==> config.mk <==
export PLATFORM = sky130hd
export DESIGN_NAME = psc_dp
export DESIGN_NICKNAME = d
export VERILOG_FILES = /design/src/hw/rtl/assert_macros.svh /design/src/hw/rtl/psc_pkg.sv /design/src/hw/rtl/psc_dp.sv
export SDC_FILE = /design/constraint.sdc
export NUM_CORES = 2
export LEC_CHECK = 0
export BUFFER_PORTS_ARGS = -buffer_cell sky130_fd_sc_hd__clkbuf_2
export CORE_AREA = 8 8 403 405
export DETAILED_ROUTE_END_ITERATION = 16
export DIE_AREA = 0 0 411 413
export PLACE_DENSITY = 0.68
export SLEW_MARGIN = 10
export SYNTH_ARGS = -nofsm -noshare
export SYNTH_HDL_FRONTEND = slang
export SYNTH_SLANG_ARGS = --single-unit
==> constraint.sdc <==
create_clock -name clk -period 10.6 [get_ports clk]
set_input_delay 2.12 -clock clk [delete_from_list [all_inputs] [get_ports clk]]
set_output_delay 2.12 -clock clk [all_outputs]
set_load 0.1 [all_outputs]
==> src/hw/rtl/assert_macros.svh <==
// Assertion helpers used by the top-level RTL file to check its own logic.
`ifndef ASSERT_MACROS_SVH
`define ASSERT_MACROS_SVH

// Same-cycle implication, sampled on the rising edge, off while reset is low.
`define ASSERT_IMPL(lbl, clk, rst_n, ante, cons) \
	lbl: assert property (@(posedge clk) disable iff (!(rst_n)) (ante) |-> (cons)) \
	else $error("implication check failed");

// Next-cycle implication, sampled on the rising edge, off while reset is low.
`define ASSERT_NEXT(lbl, clk, rst_n, ante, cons) \
	lbl: assert property (@(posedge clk) disable iff (!(rst_n)) (ante) |=> (cons)) \
	else $error("next-cycle check failed");

`endif

==> src/hw/rtl/psc_pkg.sv <==
`default_nettype none
package psc_pkg;
	localparam int DataW   = 32;
	localparam int TimeW   = 20;
	localparam int IntegW  = 48;
	localparam int OpW     = 33;
	localparam int ProdW   = 66;
	localparam int AccW    = 84;
	localparam int DivW    = 53;
	localparam int DivCntW = 6;
	localparam int IdxW    = 3;
	localparam logic [TimeW-1:0] DtDefault = 20'd1049;

	typedef enum logic [IdxW-1:0] {
		REG_PROP   = 3'd0,
		REG_INTEG  = 3'd1,
		REG_DERIV  = 3'd2,
		REG_FF_POS = 3'd3,
		REG_FF_NEG = 3'd4,
		REG_DMAX   = 3'd5,
		REG_DMIN   = 3'd6
	} cfg_reg_t;

	typedef enum logic [2:0] {
		MS_IDT   = 3'd0,
		MS_FF    = 3'd1,
		MS_PROP  = 3'd2,
		MS_IH    = 3'd3,
		MS_IL    = 3'd4,
		MS_DERIV = 3'd5
	} mul_sel_t;

	typedef struct packed {
		logic signed [DataW-1:0] prop;
		logic signed [DataW-1:0] integ;
		logic signed [DataW-1:0] deriv;
		logic signed [DataW-1:0] ff_pos;
		logic signed [DataW-1:0] ff_neg;
		logic signed [DataW-1:0] dmax;
		logic signed [DataW-1:0] dmin;
	} cfg_t;

	typedef struct packed {
		logic     load;
		logic     clear;
		logic     calc_err;
		logic     mul_en;
		mul_sel_t sel;
		logic     acc_en;
		logic     integ_upd;
		logic     div_init;
		logic     div_step;
		logic     deriv_load;
		logic     clamp;
		logic     finish;
	} psc_cmd_t;

	typedef struct packed {
		logic target_zero;
		logic last_valid;
	} psc_stat_t;
endpackage
`default_nettype wire

==> src/hw/rtl/psc_dp.sv <==
`default_nettype none
module psc_dp
	import psc_pkg::*;
(
	input  wire logic                    clk,
	input  wire logic                    arst_n,
	input  cfg_t                         cfg,
	input  wire logic signed [DataW-1:0] speed_ref,
	input  wire logic signed [DataW-1:0] speed_fb,
	input  wire logic        [TimeW-1:0] step_time,
	input  psc_cmd_t                     cmd,
	output psc_stat_t                    stat,
	output logic signed [DataW-1:0]      drive
);
	logic signed [DataW-1:0]  tgt_q, meas_q, err_q, last_err_q, deriv_q, res_q, drive_q;
	logic        [TimeW-1:0]  dt_q;
	logic signed [OpW-1:0]    diff_q;
	logic signed [IntegW-1:0] integ_q;
	logic signed [ProdW-1:0]  prod_q;
	logic signed [AccW-1:0]   acc_q;
	logic        [DivW-1:0]   num_q;
	logic        [TimeW-1:0]  rem_q;
	logic                     dneg_q, last_valid_q;

	logic signed [OpW-1:0]    dd, op_a, op_b;
	logic signed [DataW-1:0]  err_c;
	logic signed [DataW-1:0]  ffg;
	logic signed [IntegW+1:0] integ_sum;
	logic signed [IntegW-1:0] integ_sat;
	logic signed [AccW-1:0]   acc_add;
	logic signed [AccW-17:0]  acc_shr;
	logic        [OpW-1:0]    mag;
	logic        [TimeW:0]    trial;
	logic                     qbit;
	logic signed [DataW-1:0]  q_sat, negq;

	always_comb begin
		logic signed [OpW-1:0] s;
		s = {tgt_q[DataW-1], tgt_q} - {meas_q[DataW-1], meas_q};
		if (s[OpW-1] != s[OpW-2]) begin
			err_c = s[OpW-1] ? {1'b1, {(DataW-1){1'b0}}} : {1'b0, {(DataW-1){1'b1}}};
		end else begin
			err_c = s[DataW-1:0];
		end
		dd = {err_c[DataW-1], err_c} - {last_err_q[DataW-1], last_err_q};
	end

	assign ffg = tgt_q[DataW-1] ? cfg.ff_neg : cfg.ff_pos;

	always_comb begin
		unique case (cmd.sel)
			MS_IDT: begin
				op_a = {err_q[DataW-1], err_q};
				op_b = {{(OpW-TimeW){1'b0}}, dt_q};
			end
			MS_FF: begin
				op_a = {tgt_q[DataW-1], tgt_q};
				op_b = {ffg[DataW-1], ffg};
			end
			MS_PROP: begin
				op_a = {cfg.prop[DataW-1], cfg.prop};
				op_b = {err_q[DataW-1], err_q};
			end
			MS_IH: begin
				op_a = {cfg.integ[DataW-1], cfg.integ};
				op_b = {{(OpW-24){integ_q[IntegW-1]}}, integ_q[IntegW-1:24]};
			end
			MS_IL: begin
				op_a = {cfg.integ[DataW-1], cfg.integ};
				op_b = {{(OpW-24){1'b0}}, integ_q[23:0]};
			end
			default: begin
				op_a = {cfg.deriv[DataW-1], cfg.deriv};
				op_b = {deriv_q[DataW-1], deriv_q};
			end
		endcase
	end

	// Integral: floor of err*dt / 2^20 added and saturated to 48 bits.
	always_comb begin
		integ_sum = {{2{integ_q[IntegW-1]}}, integ_q}
			+ {{(IntegW+2-(ProdW-20)){prod_q[ProdW-1]}}, prod_q[ProdW-1:20]};
		if (integ_sum[IntegW+1:IntegW-1] == 3'b000 || integ_sum[IntegW+1:IntegW-1] == 3'b111) begin
			integ_sat = integ_sum[IntegW-1:0];
		end else begin
			integ_sat = integ_sum[IntegW+1] ? {1'b1, {(IntegW-1){1'b0}}}
				: {1'b0, {(IntegW-1){1'b1}}};
		end
	end

	always_comb begin
		acc_add = AccW'(prod_q);
		if (cmd.sel == MS_IH) begin
			acc_add = acc_add <<< 24;
		end
	end
	assign acc_shr = acc_q[AccW-1:16];

	assign mag   = diff_q[OpW-1] ? OpW'(-diff_q) : OpW'(diff_q);
	assign trial = {rem_q, num_q[DivW-1]};
	assign qbit  = (trial >= {1'b0, dt_q});

	always_comb begin
		negq = -$signed(num_q[DataW-1:0]);
		if (dneg_q) begin
			if ((|num_q[DivW-1:DataW]) || (num_q[DataW-1] && (|num_q[DataW-2:0]))) begin
				q_sat = {1'b1, {(DataW-1){1'b0}}};
			end else begin
				q_sat = negq;
			end
		end else begin
			q_sat = (|num_q[DivW-1:DataW-1]) ? {1'b0, {(DataW-1){1'b1}}}
				: num_q[DataW-1:0];
		end
	end

	always_ff @(posedge clk) begin
		if (cmd.load) begin
			tgt_q  <= speed_ref;
			meas_q <= speed_fb;
			dt_q   <= (step_time == '0) ? DtDefault : step_time;
		end
		if (cmd.calc_err) begin
			err_q  <= err_c;
			diff_q <= dd;
		end
		if (cmd.mul_en) begin
			prod_q <= op_a * op_b;
		end
		if (cmd.div_init) begin
			num_q  <= {mag, {(DivW-OpW){1'b0}}};
			rem_q  <= '0;
			dneg_q <= diff_q[OpW-1];
		end else if (cmd.div_step) begin
			rem_q <= qbit ? TimeW'(trial - {1'b0, dt_q}) : trial[TimeW-1:0];
			num_q <= {num_q[DivW-2:0], qbit};
		end
		if (cmd.integ_upd) begin
			acc_q <= '0;
		end else if (cmd.acc_en) begin
			acc_q <= acc_q + acc_add;
		end
		if (cmd.deriv_load) begin
			deriv_q <= last_valid_q ? q_sat : '0;
		end
		if (cmd.clear) begin
			res_q <= '0;
		end else if (cmd.clamp) begin
			if (acc_shr > (AccW-16)'(cfg.dmax)) begin
				res_q <= cfg.dmax;
			end else if (acc_shr < (AccW-16)'(cfg.dmin)) begin
				res_q <= cfg.dmin;
			end else begin
				res_q <= acc_shr[DataW-1:0];
			end
		end
		if (cmd.finish) begin
			drive_q <= res_q;
		end
	end

	always_ff @(posedge clk or negedge arst_n) begin
		if (!arst_n) begin
			integ_q      <= '0;
			last_err_q   <= '0;
			last_valid_q <= 1'b0;
		end else if (cmd.clear) begin
			integ_q      <= '0;
			last_err_q   <= '0;
			last_valid_q <= 1'b0;
		end else begin
			if (cmd.integ_upd) begin
				integ_q <= integ_sat;
			end
			if (cmd.deriv_load) begin
				last_err_q   <= err_q;
				last_valid_q <= 1'b1;
			end
		end
	end

	assign stat.target_zero = (tgt_q == '0);
	assign stat.last_valid  = last_valid_q;
	assign drive            = drive_q;
endmodule
`default_nettype wire
==> results.yml <==
sta:
  timing.final.crit_share_pct: 98.3
  finalSetupViolCount: 0
  drv_slew: 0
  finalCriticalPeriod_ns: 10.42
  rsz0062_at_grt: "true"
  setup_slack_ns: 0.180
  clock.fmax_mhz: 96.0
  finalHoldViolations: 0
  tns_ns: 0
  maxSlewHeadroom_pct: 24.5
  tightestPinTransition_ns: 1.13
  timing.hold.ws_ns: 0.425
  skew_ns: 0.0465
yosys:
  synth.avg_cell_area_sq_um: 8.81
  syn_area_sq_um: 77600
  yosysWarnings: 0
  ys_seq_elements: 550
  synth_edf_count: 313
  synth_top_area_share_pct: 29.1
  synth_common_cells: "inv_1, fa_1, nor2_1"
  yosysMostFrequentCell: "inv_1"
  synth_seq_area_share_pct: 18.8
  synth_top_cell_by_area: "fa_1"
  yosys_most_used_dff: "edfxtp_1"
  synth_area_leaders: "fa_1, edfxtp_1, ha_1"
  synthCells: 8808
  synth_cell_type_count: 92
  syn-num-nets: 10800
  ys_async_sr_fraction_pct: 14.7
global_route:
  antenna_found_initial: 22
  grt_max_degree: 107
  grt_pass1_wl_microns: 441000
  gr-usage-all-layers_pct: 34.7
  overflow: 0
  grt_pass1_vias: 69900
detailed_routing:
  dr_total_vias: 68700
  drtIter0Drc: 6945
  viasPerCell: 5.81
  detail-route-antenna-nets: 0
  drt_pass1_iterations: 6
  wl_microns: 301000
  remaining_drc_errors: 0
  wl_per_cell_microns: 25.4
final_layout:
  syn_to_final_growth_pct: 18.7
  drive_above_1_share_pct: 17.3
  fillerInstances: 13800
  nets: 11700
critical_path:
  required_ns: 11.03
  crit_top_cell: "fa_1"
  critPathKind: "in -> reg"
  cpPeakStageDelay_ns: 0.56
  crit_path_start_kind: "input port"
  cp_top_family: "adder cells"
  worst_path_max_delay_cell: "fa_1"
  end_kind: "flip-flop"
  arrival_ns: 10.85
  path_max_fanout: 8
  path_buf_inv: 13
placed_design:
  routabilityCongestion: 1.08
  io_buffers: 357
  dp_worst_setup_slack_ns: -0.898
  hpwl_microns: 252000
clock_network:
  cts_tree: "yes"
  clk_latency_ns: 0.69
  cts.clk_slew.worst_paths_ns: 0.07
  cts_sinks: 550
  ctsRootBufferMaster: "clkbuf_16"
  cts_buffers: 69
  max-clock-path-buffers: 3
  htree_levels: 3
die:
  dieArea_sq_um: 170000
  pin_count: 358
  num_rows: 145
  die_h_microns: 413
  coreArea_sq_um: 156000
  start_util_pct: 49.8
  die-width_microns: 411
min_path:
  hold_class: "reg -> reg"
flow_run:
  drv_cap: 0
outcome:
  status: "complete, no violations"
-- worst reg2reg max path, delay by kind of cell, from the launching register on --
family          cells  cell delay (ns)
xor+xnor            1             0.11
fa+ha+maj           9             4.29
flops               1             0.62
simple gates        1             0.06
buf+inv            11             1.69
mux                 1             0.30
compound gates     14             2.62
-- sequential cells by signal, summed over array words and instances (netlist names) --
name / cells
dt_q: 20
res_q: 32
num_q: 53
drive: 32
integ_q: 48
diff_q: 33
deriv_q: 32
tgt_q: 32
meas_q: 32
last_err_q: 32
rem_q: 20
dneg_q: 1
acc_q: 84
last_valid_q: 1
prod_q: 66
err_q: 32
-- logic make-up (layout without fill, tap and decap cells) --
| group | after synthesis | in the layout | synth area share, % |
|---|---|---|---|
| XOR/XNOR | 265 | 265 | 2.99 |
| AND/OR/NAND/NOR | 2656 | 2656 | 15.0 |
| buffers and inverters | 1863 | 2812 | 9.04 |
| AO/OA/AOI/OAI | 1558 | 1558 | 12.8 |
| flip-flops | 550 | 550 | 18.8 |
| adder cells (fa/ha/maj) | 1703 | 1703 | 38.4 |
| other | 0 | 7 | 0 |
| multiplexers | 213 | 213 | 3.02 |
-- cells in the final DEF, fill, tap and decap left out, types with 79 or more instances in the layout --
cell	instances
nand2_1	832
clkbuf_2	345
xnor2_1	186
a21oi_1	419
mux2i_1	183
dfxtp_1	156
edfxtp_1	313
dfrtp_1	81
ha_1	556
nand3_1	79
o21ai_0	303
buf_4	763
nor2_1	1092
fa_1	1118
inv_1	1419
buf_12	107
nor3_1	81
a21o_1	212
-- final timing paths --
| kind | depth (start not counted) | from | slack, ns | to |
|---|---|---|---|---|
| worst min-delay path | 0 | res_q[25] | 0.42 | drive[25] |
| min in group asynchronous | 1 | arst_n | 1.36 | last_err_q[24] |
| worst min register to register | 0 | res_q[25] | 0.42 | drive[25] |
| worst max register to register | 37 | tgt_q[31] | 0.68 | prod_q[58] |
| max in group asynchronous | 2 | arst_n | 7.97 | integ_q[16] |
| worst max-delay path | 38 | cmd[8] | 0.18 | prod_q[58] |
-- stage by stage --
step	cell area (sq um)	utilization (%)	std cells
finish	92100	59.2	11800
global route	92100	59.2	11800
CTS	90800	58.3	11800
detailed placement	88400	56.8	11600
global placement	88400	56.8	11600
floorplan	77900	-	8808
-- layout make-up --
type / instances / area (sq um) / share of cell area, %
Inverter: 1429 / 5390 / 5.85
Clock inverter: 48 / 553 / 0.601
Tap cell: 2058 / 2570 / 2.80
Multi-Input combinational cell: 6395 / 57100 / 62.0
Sequential cell: 550 / 14500 / 15.8
Antenna cell: 7 / 17.5 / 0.0190
Clock buffer: 79 / 1800 / 1.95
Timing Repair Buffer: 1256 / 10200 / 11.0
-- metal layers --
metal	GRT usage [%]	routed length (microns)	part of all wire [%]
met5	0	26	0.0086
met4	21.0	23100	7.7
met3	7.69	30300	10
met2	54.5	131000	44
met1	44.1	116000	39
-- what timing repair did --
action | 4_1_cts | 5_1_grt
gates cloned | 0 | 5
pin swaps | 1 | 89
hold buffers | 0 | 0
gates resized for setup | 7 | 195
setup buffers | 4 | 52
setup endpoints to repair | 15 | 26
Power is left out: the tool's default activity adds up to more than one toggle a clock period on the data nets, which glitch-free logic cannot reach.
