==> config.mk <==
export PLATFORM = sky130hd
export DESIGN_NAME = psc_ctrl
export DESIGN_NICKNAME = d
export VERILOG_FILES = /design/src/hw/rtl/assert_macros.svh /design/src/hw/rtl/psc_pkg.sv /design/src/hw/rtl/psc_ctrl.sv
export SDC_FILE = /design/constraint.sdc
export NUM_CORES = 1
export LEC_CHECK = 0
export BUFFER_PORTS_ARGS = -buffer_cell sky130_fd_sc_hd__buf_2
export CELL_PAD_IN_SITES_DETAIL_PLACEMENT = 1
export CELL_PAD_IN_SITES_GLOBAL_PLACEMENT = 2
export CORE_ASPECT_RATIO = 0.7
export CORE_UTILIZATION = 35
export DETAILED_ROUTE_END_ITERATION = 8
export PLACE_DENSITY = 0.93
export SLEW_MARGIN = 0
export SYNTH_ARGS = -nofsm -noshare
export SYNTH_HDL_FRONTEND = slang
export SYNTH_SLANG_ARGS = --single-unit
==> constraint.sdc <==
create_clock -name clk -period 4.7 [get_ports clk]
set_input_delay 0.94 -clock clk [delete_from_list [all_inputs] [get_ports clk]]
set_output_delay 0.94 -clock clk [all_outputs]
set_load 0.01 [all_outputs]
==> src/hw/rtl/assert_macros.svh <==
// Assertion helpers used by the top-level RTL file to check its own logic.
`ifndef ASSERT_MACROS_SVH
`define ASSERT_MACROS_SVH

// Same-cycle implication, sampled on the rising edge, off while reset is low.
`define ASSERT_IMPL(lbl, clk, rst_n, ante, cons) \
	lbl: assert property (@(posedge clk) disable iff (!(rst_n)) (ante) |-> (cons)) \
	else $error("implication check failed");

// Next-cycle implication, sampled on the rising edge, off while reset is low.
`define ASSERT_NEXT(lbl, clk, rst_n, ante, cons) \
	lbl: assert property (@(posedge clk) disable iff (!(rst_n)) (ante) |=> (cons)) \
	else $error("next-cycle check failed");

`endif

==> src/hw/rtl/psc_pkg.sv <==
`default_nettype none
package psc_pkg;
	localparam int DataW   = 32;
	localparam int TimeW   = 20;
	localparam int IntegW  = 48;
	localparam int OpW     = 33;
	localparam int ProdW   = 66;
	localparam int AccW    = 84;
	localparam int DivW    = 53;
	localparam int DivCntW = 6;
	localparam int IdxW    = 3;
	localparam logic [TimeW-1:0] DtDefault = 20'd1049;

	typedef enum logic [IdxW-1:0] {
		REG_PROP   = 3'd0,
		REG_INTEG  = 3'd1,
		REG_DERIV  = 3'd2,
		REG_FF_POS = 3'd3,
		REG_FF_NEG = 3'd4,
		REG_DMAX   = 3'd5,
		REG_DMIN   = 3'd6
	} cfg_reg_t;

	typedef enum logic [2:0] {
		MS_IDT   = 3'd0,
		MS_FF    = 3'd1,
		MS_PROP  = 3'd2,
		MS_IH    = 3'd3,
		MS_IL    = 3'd4,
		MS_DERIV = 3'd5
	} mul_sel_t;

	typedef struct packed {
		logic signed [DataW-1:0] prop;
		logic signed [DataW-1:0] integ;
		logic signed [DataW-1:0] deriv;
		logic signed [DataW-1:0] ff_pos;
		logic signed [DataW-1:0] ff_neg;
		logic signed [DataW-1:0] dmax;
		logic signed [DataW-1:0] dmin;
	} cfg_t;

	typedef struct packed {
		logic     load;
		logic     clear;
		logic     calc_err;
		logic     mul_en;
		mul_sel_t sel;
		logic     acc_en;
		logic     integ_upd;
		logic     div_init;
		logic     div_step;
		logic     deriv_load;
		logic     clamp;
		logic     finish;
	} psc_cmd_t;

	typedef struct packed {
		logic target_zero;
		logic last_valid;
	} psc_stat_t;
endpackage
`default_nettype wire

==> src/hw/rtl/psc_ctrl.sv <==
`default_nettype none
module psc_ctrl
	import psc_pkg::*;
(
	input  wire logic clk,
	input  wire logic arst_n,
	input  wire logic in_valid,
	output logic      in_ready,
	output logic      out_valid,
	input  wire logic out_ready,
	input  psc_stat_t stat,
	output psc_cmd_t  cmd
);
	typedef enum logic [9:0] {
		S_IDLE  = 10'b0000000001,
		S_ERR   = 10'b0000000010,
		S_IMUL  = 10'b0000000100,
		S_IUPD  = 10'b0000001000,
		S_DIV   = 10'b0000010000,
		S_DERIV = 10'b0000100000,
		S_MUL   = 10'b0001000000,
		S_ACC   = 10'b0010000000,
		S_CLAMP = 10'b0100000000,
		S_FIN   = 10'b1000000000
	} state_t;

	localparam logic [2:0] LastTerm = 3'd4;

	state_t state_q, state_d;
	logic [DivCntW-1:0] cnt_q, cnt_d;
	logic [2:0] term_q, term_d;
	logic out_valid_q;
	mul_sel_t term_sel;

	always_comb begin
		unique case (term_q)
			3'd0:    term_sel = MS_FF;
			3'd1:    term_sel = MS_PROP;
			3'd2:    term_sel = MS_IH;
			3'd3:    term_sel = MS_IL;
			default: term_sel = MS_DERIV;
		endcase
	end

	always_comb begin
		state_d  = state_q;
		cnt_d    = cnt_q;
		term_d   = term_q;
		cmd      = '0;
		cmd.sel  = term_sel;
		in_ready = 1'b0;
		unique case (state_q)
			S_IDLE: begin
				in_ready = 1'b1;
				if (in_valid) begin
					cmd.load = 1'b1;
					state_d  = S_ERR;
				end
			end
			S_ERR: begin
				if (stat.target_zero) begin
					cmd.clear = 1'b1;
					state_d   = S_FIN;
				end else begin
					cmd.calc_err = 1'b1;
					state_d      = S_IMUL;
				end
			end
			S_IMUL: begin
				cmd.mul_en = 1'b1;
				cmd.sel    = MS_IDT;
				state_d    = S_IUPD;
			end
			S_IUPD: begin
				cmd.integ_upd = 1'b1;
				cmd.div_init  = 1'b1;
				cnt_d         = '0;
				state_d       = stat.last_valid ? S_DIV : S_DERIV;
			end
			S_DIV: begin
				cmd.div_step = 1'b1;
				cnt_d        = cnt_q + 1'b1;
				if (cnt_q == DivCntW'(DivW - 1)) begin
					state_d = S_DERIV;
				end
			end
			S_DERIV: begin
				cmd.deriv_load = 1'b1;
				term_d         = '0;
				state_d        = S_MUL;
			end
			S_MUL: begin
				cmd.mul_en = 1'b1;
				state_d    = S_ACC;
			end
			S_ACC: begin
				cmd.acc_en = 1'b1;
				term_d     = term_q + 1'b1;
				state_d    = (term_q == LastTerm) ? S_CLAMP : S_MUL;
			end
			S_CLAMP: begin
				cmd.clamp = 1'b1;
				state_d   = S_FIN;
			end
			S_FIN: begin
				if (!out_valid_q || out_ready) begin
					cmd.finish = 1'b1;
					state_d    = S_IDLE;
				end
			end
			default: state_d = S_IDLE;
		endcase
	end

	always_ff @(posedge clk or negedge arst_n) begin
		if (!arst_n) begin
			state_q     <= S_IDLE;
			cnt_q       <= '0;
			term_q      <= '0;
			out_valid_q <= 1'b0;
		end else begin
			state_q <= state_d;
			cnt_q   <= cnt_d;
			term_q  <= term_d;
			if (cmd.finish) begin
				out_valid_q <= 1'b1;
			end else if (out_ready) begin
				out_valid_q <= 1'b0;
			end
		end
	end

	assign out_valid = out_valid_q;
endmodule
`default_nettype wire

==> results of run 1 <==
[registers in the layout, indices dropped and copies added (netlist names)]
signal	cells
out_valid	1
state_q	10
term_q	3
cnt_q	6
[cell usage in the layout (no fill, tap or decap), drive strengths merged, types with 2 or more instances in the layout]
cell type	Yosys	routed
dfrtp	19	19
or4	3	3
nor4	3	3
nor3	10	10
nand3	6	6
nor2b	2	2
nand2	11	11
or3	2	2
nand4	7	7
nand2b	5	5
and2	2	2
o21a	2	2
mux2i	2	2
ha	7	7
nor4bb	2	2
nor4b	2	2
nor2	18	18
buf	3	21
a21oi	4	4
o21ai	6	6
inv	13	13
xor2	3	3
clkbuf	7	3
[critical path, delay by kind of cell, from the launching register on]
family,cells,cell delay [ns]
buffers and inverters,2,0.23
flip-flops,1,0.49
AND/OR/NAND/NOR,4,1.47
[power by group through the flow]
stage | Clock (mW) | Sequential (mW) | Combinational [mW]
floorplan | 0 | 0.205 | 0.126
detailed placement | 0 | 0.230 | 0.148
finish | 0.178 | 0.228 | 0.152
global route | 0.186 | 0.233 | 0.170
CTS | 0.180 | 0.227 | 0.153
global placement | 0 | 0.228 | 0.142
[worst max path at each step]
stage / from / endpoint / slack, ns / cells past startpoint
floorplan: state_q[4]$_DFFE_PN0P_ / cmd[13] / 1.97 / 6
detailed placement: state_q[1]$_DFFE_PN0P_ / cmd[6] / 1.75 / 4
finish: state_q[4]$_DFFE_PN0P_ / cmd[13] / 1.29 / 6
global route: state_q[1]$_DFFE_PN0P_ / cmd[6] / 1.19 / 4
CTS: state_q[4]$_DFFE_PN0P_ / cmd[13] / 1.30 / 6
global placement: state_q[4]$_DFFE_PN0P_ / cmd[13] / 1.85 / 6
[metrics by stage]
step                      setup WS (ns)  util [%]  power (mW)  instances
after detailed placement           1.75      40.1       0.378        214
after CTS                          1.30      42.1       0.560        218
after global placement             1.85      40.1       0.370        214
final                              1.29      42.1       0.558        218
after floorplan                    1.97         -       0.331        153
after global routing               1.19      42.1       0.589        218
[logic make-up (layout without fill, tap and decap cells)]
group,after synthesis,count (layout),share of synthesized area (%)
fa+ha+maj,7,7,6.75
simple gates,77,77,32.4
mux,2,2,1.54
buf+inv,24,39,8.00
compound gates,19,19,9.93
flops,20,20,38.7
xor+xnor,4,4,2.70
[layout make-up]
type,count,area (µm²)
inverters,14,57.6
well taps,50,62.6
repair buffers,21,105
multi-input cells,109,692
clock inverters,1,30.0
clock buffers,3,41.3
flip-flops and latches,20,502
fillers,444,2050
[Yosys cell counts (all sizes together) (4+ instances only)]
cell type | number | area [µm²]
nand2b | 5 | 31.3
ha | 7 | 87.6
clkbuf | 7 | 26.3
nand4 | 7 | 43.8
nand2 | 11 | 41.3
nand3 | 6 | 30.0
nor3 | 10 | 50.1
inv | 13 | 48.8
nor2 | 18 | 67.6
a21oi | 4 | 20.0
dfrtp | 19 | 475
o21ai | 6 | 30.0
[routing by layer]
| layer | track usage (%) | vias up | wire length (µm) |
|---|---|---|---|
| met5 | 0 | - | 0 |
| met4 | 3.77 | 0 | 29 |
| met3 | 4.00 | 4 | 112 |
| met2 | 33.5 | 21 | 1630 |
| met1 | 26.5 | 570 | 1720 |
| li1 | - | 561 | - |
==> reports/metrics.csv, run 1 <==
stage,metric,value,unit
setup_path,critical-path cell list,nor4_1 -> nand2_1 -> or4_1 -> inv_1 -> and2_1 -> buf_2,
cts,hold_buf cts,0,
worst_hold_path,"Endpoint, Worst Hold",cnt_q[5]$_DFFE_PN0P_,
floorplanning,Top Ports,22,
timing,Worst-Margin Slew,0.934,ns
routing,total routed wirelength,3490,µm
routing,first drt pass iteration count,4,
cts,postcts setup bufs,0,
timing,fmax,0.293,GHz
timing,Final Setup Violations,0,
power,Leakage,0.751,nW
floorplanning,Core Region,3540,µm²
cells_and_area,post-route cell area,1490,µm²
synthesis,Yosys reg bits,20,
cells_and_area,Final nets,182,
cts,Clock Pin Slew Worst Setup and Hold Paths,0.08,ns
status,status,completed,
timing,setup TNS,0,ns
global_route,largest net degree at the start of global routing,21,
routing,vias per cell,5.30,
routing,final antenna-violating net count,0,
place,Area after DPL,1420,µm²
cts,worst skew pair latency,0.27,ns
place,RePlAce Congestion,0.889,
cells_and_area,ant diodes,0,
timing,Final Hold Fails,0,
setup_path,flop2flop setup slack,2.51,ns
flow_run,MaxCap Viol Count,0,
setup_path,worst path required time,3.76,ns
cts,TritonCTS Buffers,3,
power,power share of the sequential group,40.9,%
cts,Root Buffer,clkbuf_8,
timing,Final period util,72.6,%
setup_path,Worst path slowest cell,or4_1,
setup_path,kind of critical path,flop to primary output,
timing,clk_skew,0.00141,ns
cts,maximum root-to-sink buffer count,2,
cells_and_area,Area Growth Syn to Fin,14.9,%
power,Power Density,375,nW/µm²
cts,Max H-tree Level,1,
power,Int Pwr,0.374,mW
routing,DRC,0,
synthesis,Synth Area per Inst,8.48,µm²
cells_and_area,fraction of layout cells with a size suffix above 1,17.9,%
power,switching share of total power,33.0,%
global_route,grt ovf,0,
synthesis,"Seq/Total Area, Yosys",38.7,%
synthesis,top_reg_cell synth,dfrtp_1,
worst_hold_path,Worst Hold Launch,cnt_q[5]$_DFFE_PN0P_,
global_route,GRT Util Overall,19.9,%
timing,Period minus WS final,3.41,ns
setup_path,CP Launch Type,flop,
timing,Slew Limit Headroom,37.1,%
timing,unrepaired setup endpoints after global routing,no,
floorplanning,Initial Util,36.7,%
power,Clk pwr share,31.8,%
synthesis,"EDFF count, synth",0,
floorplanning,die height,52.9,µm
global_route,vias in the first global route,1124,
power,Max rail drop VDD,0.143,mV
setup_path,Worst Path Max Fanout,8,
power,Logic pwr share,27.3,%
synthesis,Synth async-reset ratio,100,%
setup_path,r2r endpoint,state_q[1]$_DFFE_PN0P_,
setup_path,WP data arrival,2.47,ns
global_route,initial antenna violation count,0,
floorplanning,full die area,3960,µm²
routing,routed via count,1156,
place,PortBufs,21,
routing,WL/cell,16.0,µm
routing,detailed router's first-iteration violation count,53,
setup_path,worst r2r path cells,5,
timing,final hold slack,0.518,ns
setup_path,worst reg2reg startpoint,state_q[4]$_DFFE_PN0P_,
cts,CTS resizes,0,
setup_path,Crit path largest cell delay,0.56,ns
floorplanning,chip width,74.8,µm
worst_hold_path,worst hold path type,flop to flop,
synthesis,Mapped Nets,166,
synthesis,Mapped Area,1300,µm²
worst_hold_path,Worst Hold Path Cells,1,
synthesis,Synth Warn #,0,
synthesis,post-synthesis cell count,153,
floorplanning,FP Rows,18,
power,net switching power,0.184,mW
cts,CTS tree,built,
global_route,first-pass GRT wire length,5660,µm
place,post-DP HPWL,2520,µm
timing,max-slew violations,0,
setup_path,CP Capture Type,primary output,
synthesis,Yosys cell types,40,
cts,clock sink total,20,
Power figures use the tool's default switching activity.
==> run 2: changes to the inputs <==
CORE_UTILIZATION = 33   (was 35)
PLACE_DENSITY = 0.89   (was 0.93)
clock period = 3.5 ns   (was 4.7 ns; I/O delays follow)
==> run 2 against run 1 <==
Effect of this change:
- first-iteration DRC count down 51%
- worst hold slack worse by 0.13 ns
- via count down 1.3%
- sequential power up 34%
- flip-flop and latch count unchanged
- die area up 5.9%
- non-clock buffer count up 1
- clock power about the same
==> reports/metrics.csv, run 2 (same netlist as run 1, synthesis figures left out) <==
stage,metric,value,unit,change
floorplanning,FP Rows,18,,unchanged
floorplanning,Core Region,3650,µm²,+3.2%
setup_path,Crit path largest cell delay,0.55,ns,about the same
setup_path,worst path required time,2.80,ns,-0.96 ns
cts,clock sink total,20,,unchanged
setup_path,crit path from,state_q[5]$_DFFE_PN0P_,,
global_route,grt ovf,0,,unchanged
cts,maximum root-to-sink buffer count,2,,unchanged
global_route,vias in the first global route,1200,,+6.8%
timing,setup TNS,0,ns,unchanged
cells_and_area,Area Growth Syn to Fin,14.2,%,
timing,Final Setup Violations,0,,unchanged
cts,CTS tree,built,,
floorplanning,Initial Util,35.6,%,-1.1 points
cts,hold_buf cts,0,,unchanged
timing,Slew Limit Headroom,65.1,%,+28 points
timing,Worst-Margin Slew,0.519,ns,-0.415 ns
cts,TritonCTS Buffers,3,,unchanged
cells_and_area,Final nets,183,,+0.55%
power,Power Density,473,nW/µm²,+26%
cells_and_area,post-route cell area,1480,µm²,-0.59%
power,Max rail drop VDD,0.168,mV,+17%
cts,Clock Pin Slew Worst Setup and Hold Paths,0.08,ns,about the same
timing,Final period util,85.4,%,
routing,vias per cell,5.21,,-1.7%
cts,Max H-tree Level,1,,unchanged
setup_path,Worst path slowest cell,or4_1,,
place,Area after DPL,1430,µm²,+0.53%
global_route,first-pass GRT wire length,5820,µm,+2.7%
setup_path,CP Capture Type,primary output,,
timing,Final Hold Fails,0,,unchanged
setup_path,WP data arrival,2.29,ns,-0.18 ns
routing,DRC,0,,unchanged
worst_hold_path,worst hold path type,input pin to asynchronous set/reset pin,,
routing,WL/cell,15.9,µm,-0.51%
setup_path,crit path buf inv count,2,,unchanged
setup_path,CP Launch Type,flop,,
timing,final hold slack,0.383,ns,-0.134 ns
setup_path,instance count on the critical path,6,,unchanged
floorplanning,chip width,76.9,µm,+2.9%
cells_and_area,Biggest register,state_q,,
setup_path,flop2flop setup slack,1.40,ns,-1.11 ns
status,status,completed,,
flow_run,MaxCap Viol Count,0,,unchanged
routing,final antenna-violating net count,0,,unchanged
setup_path,Worst Path Max Fanout,9,,+1
cells_and_area,max reg flops,10,,unchanged
cells_and_area,Filler cells,458,,+3.2%
setup_path,Top delay family on crit path,simple AND/OR/NAND/NOR gates,,
cells_and_area,multi-input logic area,692,µm²,unchanged
routing,total routed wirelength,3490,µm,about the same
place,PortBufs,21,,unchanged
cells_and_area,"commonest non-fill, non-tap cells in the layout","buf_2, dfrtp_1, nor2_1, inv_1, nand2_1",,
setup_path,kind of critical path,flop to primary output,,
cells_and_area,"commonest non-fill, non-tap cell in the layout",buf_2,,
floorplanning,die height,54.5,µm,+2.9%
timing,fmax,0.335,GHz,
cells_and_area,ant diodes,0,,unchanged
timing,Period minus WS final,2.99,ns,
cts,postcts setup bufs,0,,unchanged
cells_and_area,register area,502,µm²,unchanged
setup_path,critical-path cell list,nor4_1 -> nand2_1 -> or4_1 -> inv_1 -> and2_1 -> buf_2,,
cts,worst skew pair latency,0.26,ns,about the same
cts,Root Buffer,clkbuf_8,,
place,RePlAce Congestion,0.857,,-3.6%
global_route,GRT Util Overall,18.3,%,-1.6 points
routing,routed via count,1141,,-1.3%
setup_path,worst reg2reg startpoint,state_q[1]$_DFFE_PN0P_,,
place,post-DP HPWL,2760,µm,+9.3%
timing,unrepaired setup endpoints after global routing,no,,
cts,CTS resizes,0,,unchanged
floorplanning,Top Ports,22,,unchanged
routing,first drt pass iteration count,4,,unchanged
global_route,initial antenna violation count,0,,unchanged
cells_and_area,fraction of layout cells with a size suffix above 1,18.3,%,+0.49 points
power,Leakage,0.749,nW,-0.25%
routing,detailed router's first-iteration violation count,26,,-51%
floorplanning,full die area,4190,µm²,+5.9%
cells_and_area,Largest regs,"state_q: 10 flops, cnt_q: 6 flops, term_q: 3 flops",,
setup_path,Critical Path Sink,cmd[13],,
timing,clk_skew,0.00190,ns,+0.000490 ns
setup_path,r2r endpoint,state_q[0]$_DFFE_PN1P_,,
setup_path,worst r2r path cells,5,,unchanged
timing,max-slew violations,0,,unchanged
global_route,largest net degree at the start of global routing,21,,unchanged
## run 2: cell type report
| type | instances | area share (%) |
|---|---|---|
| Clock buffer | 4 | 3.72 |
| Inverter | 14 | 3.89 |
| Multi-Input combinational cell | 109 | 46.7 |
| Sequential cell | 20 | 33.9 |
| Tap cell | 50 | 4.22 |
| Timing Repair Buffer | 22 | 7.60 |
## run 2: routing by layer
metal	track usage [%]	up-vias	share of wire, %
li1	-	565	-
met3	3.83	6	2.8
met5	0	-	0
met1	25.0	549	51
met2	30.2	21	45
met4	3.53	0	1.1
## run 2: where the power goes
part	switching [mW]	total [mW]	internal (mW)
Combinational	0.118	0.216	0.0988
Sequential	0.0486	0.306	0.258
Clock	0.0785	0.179	0.100
## run 2: through the flow
step | worst slack (ns) | std cells | total power [mW] | utilization (%)
2_1_floorplan | 1.01 | 153 | 0.445 | -
3_3_place_gp | 0.881 | 215 | 0.509 | 39.1
3_5_place_dp | 0.821 | 215 | 0.525 | 39.1
4_1_cts | 0.515 | 219 | 0.707 | 40.6
5_1_grt | 0.381 | 219 | 0.745 | 40.6
6_report | 0.511 | 219 | 0.701 | 40.6
## run 2: worst min path at each step
stage | end | from | slack (ns)
2_1_floorplan | cnt_q[0]$_DFFE_PN0P_ | arst_n | 0.40
3_3_place_gp | cnt_q[5]$_DFFE_PN0P_ | cnt_q[5]$_DFFE_PN0P_ | 0.49
3_5_place_dp | cnt_q[5]$_DFFE_PN0P_ | cnt_q[5]$_DFFE_PN0P_ | 0.50
4_1_cts | cnt_q[4]$_DFFE_PN0P_ | arst_n | 0.40
5_1_grt | cnt_q[4]$_DFFE_PN0P_ | arst_n | 0.41
6_report | cnt_q[4]$_DFFE_PN0P_ | arst_n | 0.38
==> run 3: changes to the inputs <==
CORE_UTILIZATION = 35   (was 33)
PLACE_DENSITY = 0.93   (was 0.89)
SLEW_MARGIN = 20   (was 0)
clock period = 3.7 ns   (was 3.5 ns; I/O delays follow)
==> run 3 against run 2 <==
Effect of this change:
- core utilization grew 1.5 points
- worst hold slack improved by 0.033 ns
- final cell count down 0.46%
- clock skew grew 0.0026 ns
- via count rose by 1.2%
- sequential power decreased by 5%
- critical path depth unchanged
- combinational power is 12% lower
- power rose by 0.49%
- final area up 0.59%
- count of clock-buffer cells in the layout shrank 1
- die area is 5.5% lower
==> reports/metrics.csv, run 3 (same netlist as run 1, synthesis figures left out) <==
stage,metric,value,unit,change
setup_path,worst reg2reg startpoint,state_q[1]$_DFFE_PN0P_,,
setup_path,critical-path cell list,nor4_1 -> nand2_1 -> or4_1 -> inv_1 -> and2_1 -> buf_2,,
cts,Max H-tree Level,1,,unchanged
timing,Final Setup Violations,0,,unchanged
cts,CTS resizes,0,,unchanged
setup_path,CP Launch Type,flop,,
timing,setup TNS,0,ns,unchanged
timing,Final Hold Fails,0,,unchanged
timing,Slew Limit Headroom,40.1,%,-25 points
cells_and_area,final core utilization,42.1,%,+1.5 points
cells_and_area,Largest regs,"state_q: 10 flops, cnt_q: 6 flops, term_q: 3 flops",,
cells_and_area,ant diodes,0,,unchanged
floorplanning,FP Rows,18,,unchanged
cells_and_area,max reg flops,10,,unchanged
setup_path,crit path buf inv count,2,,unchanged
global_route,GR met1 Demand/Resource,26.5,%,+1.5 points
setup_path,WP data arrival,2.34,ns,+0.05 ns
floorplanning,full die area,3960,µm²,-5.5%
power,Power Density,473,nW/µm²,-0.10%
timing,post-route setup slack,0.625,ns,+0.114 ns
global_route,GRT Util Overall,19.0,%,+0.77 points
routing,vias per cell,5.30,,+1.7%
cts,CTS tree,built,,
setup_path,CP Capture Type,primary output,,
global_route,global-route track usage on met2,30.8,%,+0.57 points
setup_path,instance count on the critical path,6,,unchanged
setup_path,r2r endpoint,cnt_q[3]$_DFFE_PN0P_,,
routing,DRC,0,,unchanged
timing,Final period util,83.1,%,
place,Area after DPL,1420,µm²,-0.53%
setup_path,Worst path slowest cell,or4_1,,
status,status,completed,,
routing,final antenna-violating net count,0,,unchanged
floorplanning,chip width,74.8,µm,-2.8%
place,post-DP HPWL,2560,µm,-7.2%
timing,final hold slack,0.416,ns,+0.0325 ns
global_route,grt ovf,0,,unchanged
floorplanning,Top Ports,22,,unchanged
timing,unrepaired setup endpoints after global routing,no,,
global_route,largest net degree at the start of global routing,21,,unchanged
cts,Root Buffer,clkbuf_8,,
floorplanning,Core Region,3540,µm²,-3.1%
place,PortBufs,21,,unchanged
setup_path,crit path from,state_q[4]$_DFFE_PN0P_,,
power,Leakage,0.751,nW,+0.26%
routing,total routed wirelength,3430,µm,-1.9%
global_route,vias in the first global route,1102,,-8.2%
cts,hold_buf cts,0,,unchanged
floorplanning,Initial Util,36.7,%,+1.1 points
cts,postcts setup bufs,0,,unchanged
cells_and_area,Area Growth Syn to Fin,14.9,%,
setup_path,kind of critical path,flop to primary output,,
cells_and_area,Final nets,182,,-0.55%
cts,maximum root-to-sink buffer count,2,,unchanged
routing,WL/cell,15.7,µm,-1.4%
setup_path,Top delay family on crit path,simple AND/OR/NAND/NOR gates,,
setup_path,Crit path largest cell delay,0.54,ns,about the same
setup_path,Critical Path Sink,cmd[13],,
global_route,GR Util met3,3.62,%,-0.21 points
cells_and_area,fraction of layout cells with a size suffix above 1,17.9,%,-0.49 points
cells_and_area,Filler cells,439,,-4.1%
setup_path,flop2flop setup slack,1.52,ns,+0.12 ns
place,pre-CTS setup slack,0.989,ns,+0.168 ns
cells_and_area,"Cell Count, Final, Fillers Out",218,,-0.46%
timing,Worst-Margin Slew,0.890,ns,+0.371 ns
cells_and_area,post-route cell area,1490,µm²,+0.59%
routing,detailed router's first-iteration violation count,33,,+27%
power,total power,0.705,mW,+0.49%
flow_run,MaxCap Viol Count,0,,unchanged
cells_and_area,"commonest non-fill, non-tap cells in the layout","buf_2, dfrtp_1, nor2_1, inv_1, nand2_1",,
worst_hold_path,worst hold path type,input pin to asynchronous set/reset pin,,
cts,clock sink total,20,,unchanged
setup_path,worst r2r path cells,4,,-1
place,DP Cell Count,214,,-0.47%
cts,TritonCTS Buffers,3,,unchanged
setup_path,worst path required time,2.96,ns,+0.16 ns
timing,max-slew violations,0,,unchanged
setup_path,Worst Path Max Fanout,8,,-1
power,Max rail drop VDD,0.197,mV,+17%
cts,worst skew pair latency,0.26,ns,about the same
cells_and_area,"commonest non-fill, non-tap cell in the layout",buf_2,,
routing,first drt pass iteration count,4,,unchanged
timing,fmax,0.325,GHz,
cells_and_area,Biggest register,state_q,,
timing,clk_skew,0.00451,ns,+0.00261 ns
global_route,first-pass GRT wire length,5530,µm,-5.0%
cts,Clock Pin Slew Worst Setup and Hold Paths,0.08,ns,about the same
floorplanning,die height,52.9,µm,-2.8%
global_route,initial antenna violation count,0,,unchanged
routing,routed via count,1155,,+1.2%
global_route,GR peak layer,met2,,
place,RePlAce Congestion,0.889,,+3.8%
timing,Period minus WS final,3.08,ns,
## run 3: changes by cell type in the layout (fill, tap and decap cells not counted)
cell       delta
clkbuf_8      -1
bufinv_16     +1
buf_4         -1
## run 3: cell type report
class	count	area [µm²]	area share (%)
multi-input cells	109	692	46.4
clock inverters	1	30.0	2.02
flip-flops and latches	20	502	33.7
clock buffers	3	41.3	2.77
inverters	14	57.6	3.86
well taps	50	62.6	4.20
repair buffers	21	105	7.05
## run 3: power breakdown
| part | internal, mW | switching (mW) |
|---|---|---|
| sequential | 0.244 | 0.0474 |
| clock | 0.145 | 0.0803 |
| combinational | 0.0859 | 0.103 |
| total | 0.474 | 0.231 |
## run 3: worst min-delay path by stage
stage                         start                   end  depth (start not counted)
2_1_floorplan                arst_n  cnt_q[0]$_DFFE_PN0P_                          0
3_3_place_gp   cnt_q[4]$_DFFE_PN0P_  cnt_q[4]$_DFFE_PN0P_                          1
3_5_place_dp   cnt_q[4]$_DFFE_PN0P_  cnt_q[4]$_DFFE_PN0P_                          1
4_1_cts                      arst_n  cnt_q[3]$_DFFE_PN0P_                          1
5_1_grt                      arst_n  cnt_q[2]$_DFFE_PN0P_                          1
6_report                     arst_n  cnt_q[3]$_DFFE_PN0P_                          1
## run 3: routing by layer
metal | up-vias | wire [µm]
met5 | - | 0
li1 | 562 | -
met1 | 552 | 1740
met4 | 0 | 18
met2 | 37 | 1530
met3 | 4 | 138
